[config.mk]
export PLATFORM = sky130hd
export DESIGN_NAME = vdn_sqrt
export DESIGN_NICKNAME = d
export VERILOG_FILES = /design/src/rtl/vdn_pkg.sv /design/src/rtl/vdn_sqrt.sv
export SDC_FILE = /design/constraint.sdc
export NUM_CORES = 1
export LEC_CHECK = 0
export ABC_AREA = 1
export BUFFER_PORTS_ARGS = -buffer_cell sky130_fd_sc_hd__clkbuf_2
export CELL_PAD_IN_SITES_DETAIL_PLACEMENT = 0
export CELL_PAD_IN_SITES_GLOBAL_PLACEMENT = 2
export CORE_UTILIZATION = 31
export DETAILED_ROUTE_END_ITERATION = 6
export GPL_ROUTABILITY_DRIVEN = 1
export HOLD_SLACK_MARGIN = 0.06
export PLACE_DENSITY = 0.84
export SYNTH_ARGS = -nofsm -noshare
export SYNTH_HDL_FRONTEND = slang
export SYNTH_SLANG_ARGS = --single-unit
export TNS_END_PERCENT = 100
[constraint.sdc]
create_clock -name clk -period 2.1 [get_ports clk]
set_input_delay 0.42 -clock clk [delete_from_list [all_inputs] [get_ports clk]]
set_output_delay 0.42 -clock clk [all_outputs]
set_load 0.05 [all_outputs]
[src/rtl/vdn_pkg.sv]
`default_nettype none
package vdn_pkg;
	// component width of one point coordinate
	localparam int COMPONENT_BITS = 16;
	// fraction bits of the unit vector
	localparam int UNIT_FRACTION_BITS = 14;
endpackage
`default_nettype wire

[src/rtl/vdn_sqrt.sv]
`default_nettype none
module vdn_sqrt #(
	parameter int CB = vdn_pkg::COMPONENT_BITS,
	parameter int UF = vdn_pkg::UNIT_FRACTION_BITS
) (
	input wire logic clk,
	input wire logic adv,
	input wire logic [2*CB+1:0] sq_pipe [(((CB+1) > (UF+1)) ? (CB+1) : (UF+1)) + 1],
	output logic [CB:0] root
);
	localparam int SQB = 2 * CB + 2;
	localparam int LB = CB + 1;
	localparam int NS = (LB > UF + 1) ? LB : UF + 1;

	logic [LB+1:0] rem_p [NS+1];
	logic [LB-1:0] root_p [NS+1];

	// restoring square root, two radicand bits per stage
	for (genvar k = 0; k < NS; k++) begin : g_stage
		if (k < LB) begin : g_step
			logic [LB+1:0] rm;
			logic [LB+1:0] t;
			logic ge;
			if (k == 0) begin : g_first
				assign rm = (LB+2)'(sq_pipe[k][SQB-1 -: 2]);
				assign t = (LB+2)'(1);
			end else begin : g_next
				assign rm = {rem_p[k][LB-1:0], sq_pipe[k][SQB-1-2*k -: 2]};
				assign t = {root_p[k], 2'b01};
			end
			assign ge = rm >= t;
			always_ff @(posedge clk) begin
				if (adv) begin
					rem_p[k+1] <= ge ? rm - t : rm;
					if (k == 0) begin
						root_p[k+1] <= LB'(ge);
					end else begin
						root_p[k+1] <= {root_p[k][LB-2:0], ge};
					end
				end
			end
		end else begin : g_pass
			always_ff @(posedge clk) begin
				if (adv) begin
					rem_p[k+1] <= rem_p[k];
					root_p[k+1] <= root_p[k];
				end
			end
		end
	end

	assign root = root_p[NS];
endmodule
`default_nettype wire

* Yosys cells after proc, flatten, opt, wreduce, memory -nomap -nowiden
Memory sizes are Yosys's and may differ from the RTL's.
Index checks and enable logic that the tools add are counted.
Widths: inputs -> output; s select.
** Word-level totals
- Flip-flop bits (word level) :: 0
- Bits in latches :: 0
- RAM bits :: 648
- Memory bits (read-only) :: 0
- Input bits :: 614
- Output and inout port bits :: 17
- Logic and storage cells :: 55
- Memories kept :: 2
** Operators by class
- $add $sub $neg :: 17
- $mul :: 0
- Divide/modulo/power cells :: 0
- Magnitude comparators :: 17
- Equality and inequality tests :: 0
- Shifts and indexed selects :: 0
- Muxes and demuxes :: 19
- Bitwise gates (word level) :: 0
- Reductions and logical operators :: 0
** Memories
- rem_p :: words 18, width 19, read ports 16, clocked after Yosys merged registers in 0, wr ports 17, RTL line vdn_sqrt.sv:15 : logic [LB+1:0] rem_p [NS+1];
- root_p :: words 18, width 17, read ports 17, clocked after Yosys merged registers in 0, wr ports 17, RTL line vdn_sqrt.sv:16 : logic [LB-1:0] root_p [NS+1];
** Operators with widths (count)
- $mux 19 :: 17
- $ge 19x19->1 :: 16
- $sub 19x19->19 :: 16
- $sub 2x1->3 const B :: 1
- $ge 2x1->1 const B :: 1
- $mux 1 :: 2

* Logic depth before layout (Yosys ltp)
Gate-level depths: netlist of run 1.
An unclocked memory read counts as a cell.
- Depth in word-level cells :: 3
- Depth in mapped cells :: 14
- Depth with buffers taken out :: 14

* Worst setup path after synthesis of run 1
OpenSTA, ideal clock, no wires.
- Path kind :: reg2reg
- From :: mem rem_p[0][296] (netlist bit)
- To :: mem rem_p[0][307] (netlist bit) (data pin)
- Arrival :: 1638 ps
- Slack :: 210 ps
- Stages on the path, launching flop included :: 13
- Path buffers :: 1
- Clock period less this slack :: 1890 ps
- Cell sequence :: edfxtp_1 -> ha_1 -> nand2_1 -> inv_1 -> nand2_1 -> nand2_1 -> nand2_1 -> nand2_1 -> nor2_4 -> nand2_8 -> buf_8 -> nand2_1 -> nand2_1
** RTL lines (RTL line)
- start: declaration :: vdn_sqrt.sv:15

==> impl_metrics.tcl, run 1 <==
set metrics [dict create \
    grt_pass1_wl_um 114500 \
    clock-sinks 407 \
    fill_cells 8795 \
    rsz0062_at_grt "yes" \
    yosysTopAreaCellShare_pct 44.89 \
    fin_skew_ns 0.02612 \
    ys.flop_type "edfxtp_1" \
    synth_nets 4246 \
    hp-class "in -> reg" \
    max_stage_delay_ns 0.41 \
    maxUsedRoutingLayer "met5" \
    dpl_cell_area_um2 31820 \
    wirelength_met1_um 33320 \
    cts-root-buf "clkbuf_16" \
    fmax_ghz 0.4789 \
    drtAntennaViolNets 0 \
    io_buffers 52 \
    vias_per_cell 4.440 \
    setup_violations 0 \
    crit_path_frequent_cell "nand2_2" \
    critPathLaunchType "flop" \
    period_share_pct 99.43 \
    crit_family "simple AND/OR/NAND/NOR gates" \
    ios 631 \
    antenna_found_initial 3 \
    wl_per_cell_um 14.30 \
    critPathBufInv 2 \
    worst_ep_arrival_time_ns 2.42 \
    stdcell_area_um2 36350 \
    syn_area_per_cell_um2 7.864 \
    place_ws_ns -0.1354 \
    irDropWorstVdd_uv 602.0 \
    dr.pass1.iters 7 \
    reg2reg_slack_ns 0.01 \
    drc 0 \
    area_delta_synth_final_pct 33.54 \
    num_vias 23149 \
    path_clk_slew_ns 0.06 \
    cts_buffers 50 \
    power_leakage_uw 0.01730 \
    yosys_warnings 0 \
    postSynthCellCount 3462 \
    hold_viol 0 \
    die_x_um 298.3 \
    path_max_fanout 6 \
    synth.most_common_cell "nand2_1" \
    synth_edf_count 407 \
    synth-seq-cells 407 \
    met3WireLength_um 2014 \
    clock_latency_ns 0.61 \
    reg2regPathDepth 11 \
    postCtsHoldBufs 0 \
    finalMaxSlewViolations 0 \
    final_cells 5214 \
    crit_type "reg -> reg" \
    ys_async_sr_fraction_pct 0 \
    cts_htree_levels 2 \
    end_kind "flop" \
    grt_pass1_vias 22279 \
    synth.distinct_cells 48 \
    synth_common_cells "nand2_1 (1180), inv_1 (652), edfxtp_1 (407)" \
    cts_tree "built" \
    yosys-top-cells-area "edfxtp_1 (45%), nand2_1 (16%), inv_1 (9.0%), ha_1 (7.8%), nand3_1 (3.7%)" \
    num_rows 108 \
    status "complete, no violations" \
    synth_top_area_cell "edfxtp_1" \
    hp-start "sq_pipe[610]" \
    drt_iter0_markers 1042 \
    hold_path_depth 3 \
    die_y_um 298.3 \
    synth-seq-area-share_pct 44.89 \
    placedCellCount 5019 \
    drive_gt1_share_pct 25.30 \
    die_area_um2 89010 \
    reg2reg_from "root_p[0][189]" \
    cellPowerDensity_nw_per_um2 835.1 \
    hpwl_um 57300 \
    grt_max_degree 45 \
    min_to "rem_p[0][20]" \
    gr-total-overflow 0 \
    gp_congestion 0.8586 \
    initial_core_util_pct 31.33 \
    diodes 0 \
    fin_ws_ns 0.01195 \
    crit_required_ns 2.43 \
    synth_area_um2 27220 \
    design.core.area_um2 86890 \
    slowest_stage "edfxtp_1" \
    holdWs_ns 0.1228 \
    crit_chain "inv_2, ha_4, nand2_2, nand2_1, a21oi_2, nand2_2, nand2_2, nand2_2, nor2_4, clkbuf_16, a21oi_1" \
    met2_length_um 37420 \
    maxCapViolCount 0 \
    cts_buffer_depth 3 \
    nNetsFinal 4802 \
    track_usage_pct 16.05 \
    routed_wl_um 74540 \
    r2r-end "rem_p[0][242]" \
    period_minus_slack_ns 2.088 \
]
state kept, by name, indices dropped and copies added (netlist names):
| name | count |
|---|---|
| rem_p | 254 |
| root_p | 153 |
final cells by class:
cell class	instances	area (um^2)	share of cell area [%]
Clock buffer	58	1345	3.700
Clock inverter	35	377.9	1.039
Inverter	666	2507	6.897
Multi-Input combinational cell	2361	14210	39.09
Sequential cell	407	12220	33.62
Tap cell	1155	1445	3.975
Timing Repair Buffer	532	4245	11.68
worst min-delay path, delay by kind of cell:
kind / cells / cell delay [ns]
buffers and inverters: 2 / 0.14
AND/OR/NAND/NOR: 1 / 0.04
worst max-delay path by stage:
stage                              start            end  slack [ns]  depth (start not counted)
final                     root_p[0][189]  rem_p[0][242]        0.01                         11
after global placement    root_p[0][123]  rem_p[0][152]       -0.11                         10
after detailed placement  root_p[0][123]  rem_p[0][158]       -0.14                         10
after global routing       rem_p[0][173]  rem_p[0][196]       -0.04                         11
after CTS                  rem_p[0][155]  rem_p[0][183]       0.003                         10
after floorplan            rem_p[0][296]  rem_p[0][307]        0.21                         12
where the power goes:
group	internal [uW]	leakage (uW)	switching [uW]	total [uW]
Combinational	4480	0.0126	5590	10100
Clock	5460	0.000836	3580	9040
Sequential	10400	0.00386	838	11200
layer usage:
| layer | vias up | global-route usage (%) |
|---|---|---|
| met5 | - | 0 |
| met4 | 2 | 4.432 |
| met3 | 101 | 1.948 |
| met2 | 268 | 29.56 |
| met1 | 10532 | 19.55 |
| li1 | 12246 | - |
placed cells by master, fill, tap and decap left out, drive strengths merged, types with 29 or more instances in the layout:
cell type,instances
nor2,246
nor3,42
nand3,217
buf,478
nand3b,29
o21ai,105
xor2,58
nand4,87
edfxtp,407
a21oi,131
clkbuf,112
nand2,1204
ha,170
inv,669
xnor2,30
through the flow:
step | setup TNS, ns | power, uW | utilization, %
detailed placement | -2.806 | 20030 | 36.62
floorplan | 0 | 16460 | -
finish | 0 | 30360 | 41.84
CTS | 0 | 29350 | 38.94
global route | -0.8375 | 32350 | 41.84
global placement | -2.855 | 19980 | 36.62
cell families after synthesis:
family | after synthesis | share of synthesized area [%]
simple gates | 1838 | 29.22
buf+inv | 702 | 10.21
flops | 407 | 44.89
compound gates | 256 | 5.019
fa+ha+maj | 170 | 7.813
xor+xnor | 88 | 2.831
other cells | 1 | 0.01377
what timing repair did:
action                                 4_1_cts  5_1_grt
pin swaps                                    6       83
buffers inserted                             7       83
setup endpoints to repair                  106      211
gates resized for setup                     34      349
endpoints found under the hold margin        0        0
gates cloned                                 1       11
Power figures use the tool's default switching activity.
==> run 2: changes to the inputs <==
--- a/config.mk
+++ b/config.mk
@@ -7,13 +7,15 @@
 export LEC_CHECK = 0
 export ABC_AREA = 1
 export BUFFER_PORTS_ARGS = -buffer_cell sky130_fd_sc_hd__clkbuf_2
+export CAP_MARGIN = 0
 export CELL_PAD_IN_SITES_DETAIL_PLACEMENT = 0
 export CELL_PAD_IN_SITES_GLOBAL_PLACEMENT = 2
-export CORE_UTILIZATION = 31
+export CORE_UTILIZATION = 32
+export CTS_BUF_LIST = sky130_fd_sc_hd__clkbuf_4
 export DETAILED_ROUTE_END_ITERATION = 6
 export GPL_ROUTABILITY_DRIVEN = 1
 export HOLD_SLACK_MARGIN = 0.06
-export PLACE_DENSITY = 0.84
+export PLACE_DENSITY = 0.87
 export SYNTH_ARGS = -nofsm -noshare
 export SYNTH_HDL_FRONTEND = slang
 export SYNTH_SLANG_ARGS = --single-unit
==> run 2 against run 1 <==
Final cell count grew 2.6%; routed wire length down 0.15%; critical endpoint is now rem_p[0][230]; global-route usage increased by 0.80 points; clock skew is 0.055 ns higher; critical path depth decreased by 1; highest routed layer unchanged.
==> impl_metrics.tcl, run 2 (synthesis gave the netlist of run 1 again) <==
set metrics [dict create \
    status "complete, no violations" \
    hp-start "sq_pipe[611]" \
    layout_common_cells "nand2_1 (1080), inv_1 (608), buf_4 (445)" \
    min_to "root_p[0][17]" \
    dr.pass1.iters 6 \
    largest_register_ffs 254 \
    crit_family "simple AND/OR/NAND/NOR gates" \
    largest-register "rem_p" \
    grt_max_degree 76 \
    drc 0 \
    area_delta_synth_final_pct 34.44 \
    period_share_pct 99.56 \
    nNetsFinal 4907 \
    cts_buffers 114 \
    initial_core_util_pct 32.43 \
    antenna_found_initial 5 \
    ios 631 \
    grt_pass1_wl_um 115900 \
    track_usage_pct 16.85 \
    routed_wl_um 74430 \
    hold_viol 0 \
    critPathLaunchType "flop" \
    design.core.area_um2 83950 \
    period_minus_slack_ns 2.091 \
    crit_path_frequent_cell "nand2_1" \
    cts_buffer_depth 3 \
    critPathBufInv 2 \
    num_vias 23840 \
    rsz0062_at_grt "yes" \
    reg2reg_slack_ns 0.009 \
    io_buffers 52 \
    reg_top3 "rem_p (254), root_p (153)" \
    cts_tree "built" \
    clock_latency_ns 0.92 \
    r2r-end "rem_p[0][230]" \
    layout_commonest_cell "nand2_1" \
    reg2regPathDepth 10 \
    die_x_um 293.7 \
    path_clk_slew_ns 0.07 \
    worst_ep_arrival_time_ns 2.70 \
    drtAntennaViolNets 0 \
    drt_iter0_markers 1068 \
    reg2reg_from "rem_p[0][217]" \
    fmax_ghz 0.4783 \
    grt_pass1_vias 23004 \
    num_rows 106 \
    slew_headroom_pct 64.64 \
    gp_congestion 0.8511 \
    setup_violations 0 \
    slowest_stage "edfxtp_1" \
    cts-root-buf "clkbuf_4" \
    power_leakage_uw 0.01756 \
    end_kind "flop" \
    max_stage_delay_ns 0.47 \
    fill_cells 8524 \
    cellPowerDensity_nw_per_um2 786.0 \
    wl_per_cell_um 13.91 \
    die_area_um2 86250 \
    die_y_um 293.7 \
    crit_type "reg -> reg" \
    cts_htree_levels 3 \
    hold_path_depth 3 \
    path_max_fanout 6 \
    vias_per_cell 4.455 \
    gr-total-overflow 0 \
    tightest_slew_ns 0.5292 \
    p_total_uw 28770 \
    maxCapViolCount 0 \
    hp-class "in -> reg" \
    crit_required_ns 2.71 \
    clock-sinks 407 \
    drive_gt1_share_pct 27.17 \
    irDropWorstVdd_uv 459.1 \
    fin_skew_ns 0.08141 \
    finalMaxSlewViolations 0 \
    crit_chain "ha_4, nand2_1, inv_2, nand2_1, nand2_2, a21oi_4, nand2_4, nor2_4, clkbuf_16, o21ai_4" \
    postLayoutCoreUtil_pct 43.60 \
    hpwl_um 56310 \
]
[run 2: power by group]
group	internal, uW	leakage [uW]	switching, uW
registers	10400	0.00386	845
clock network	3820	0.000864	3580
logic	4550	0.0128	5590
total	18800	0.0176	10000
[run 2: worst reg2reg max path, delay by kind of cell (launching register included)]
kind / cells / cell delay (ns)
buf+inv: 2 / 0.27
flops: 1 / 0.47
compound gates: 2 / 0.23
fa+ha+maj: 1 / 0.29
simple gates: 5 / 0.54
[run 2: worst max path at each step]
| stage | start | end | slack (ns) | cells past startpoint |
|---|---|---|---|---|
| 4_1_cts | rem_p[0][78] | rem_p[0][98] | -0.01 | 11 |
| 6_report | rem_p[0][217] | rem_p[0][230] | 0.009 | 10 |
| 3_5_place_dp | rem_p[0][175] | rem_p[0][196] | -0.12 | 11 |
| 3_3_place_gp | rem_p[0][175] | rem_p[0][196] | -0.13 | 11 |
| 5_1_grt | rem_p[0][217] | rem_p[0][234] | -0.11 | 10 |
| 2_1_floorplan | rem_p[0][296] | rem_p[0][307] | 0.21 | 12 |
[run 2: layer usage]
| metal | global-route usage (%) | vias to the layer above | share of wire (%) |
|---|---|---|---|
| met4 | 4.560 | 6 | 1.9 |
| met2 | 30.21 | 323 | 50 |
| li1 | - | 12539 | - |
| met5 | 0 | - | 0.048 |
| met3 | 2.885 | 122 | 3.2 |
| met1 | 20.66 | 10850 | 45 |
[run 2: stage by stage]
step | TNS (ns) | cells | worst slack [ns] | hold WS (ns) | instance area (um^2)
2_1_floorplan | 0 | 3462 | 0.2096 | 0.4264 | 27220
3_3_place_gp | -3.718 | 4980 | -0.1293 | 0.4330 | 31600
3_5_place_dp | -3.320 | 4980 | -0.1233 | 0.4321 | 31600
4_1_cts | -0.01290 | 5244 | -0.01290 | 0.2599 | 34080
5_1_grt | -2.259 | 5350 | -0.1138 | 0.2659 | 36600
6_report | 0 | 5351 | 0.009143 | 0.3653 | 36600
[run 2: what timing repair did]
action                     in CTS  in global routing
gates resized for setup        64                358
pin swaps                      13                105
setup endpoints to repair     123                219
hold buffers                   36                  0
gates cloned                    3                 11
setup buffers                  21                 91
hold endpoints to repair      235                  0
[run 2: final cells by class]
type / count / area [um^2] / share of cell area (%)
multi-input cells: 2359 / 14280 / 39.01
flip-flops and latches: 407 / 12220 / 33.39
repair buffers: 575 / 4683 / 12.80
inverters: 666 / 2510 / 6.858
well taps: 1134 / 1419 / 3.877
clock buffers: 147 / 1104 / 3.015
clock inverters: 57 / 370.4 / 1.012
diodes: 6 / 15.01 / 0.04102
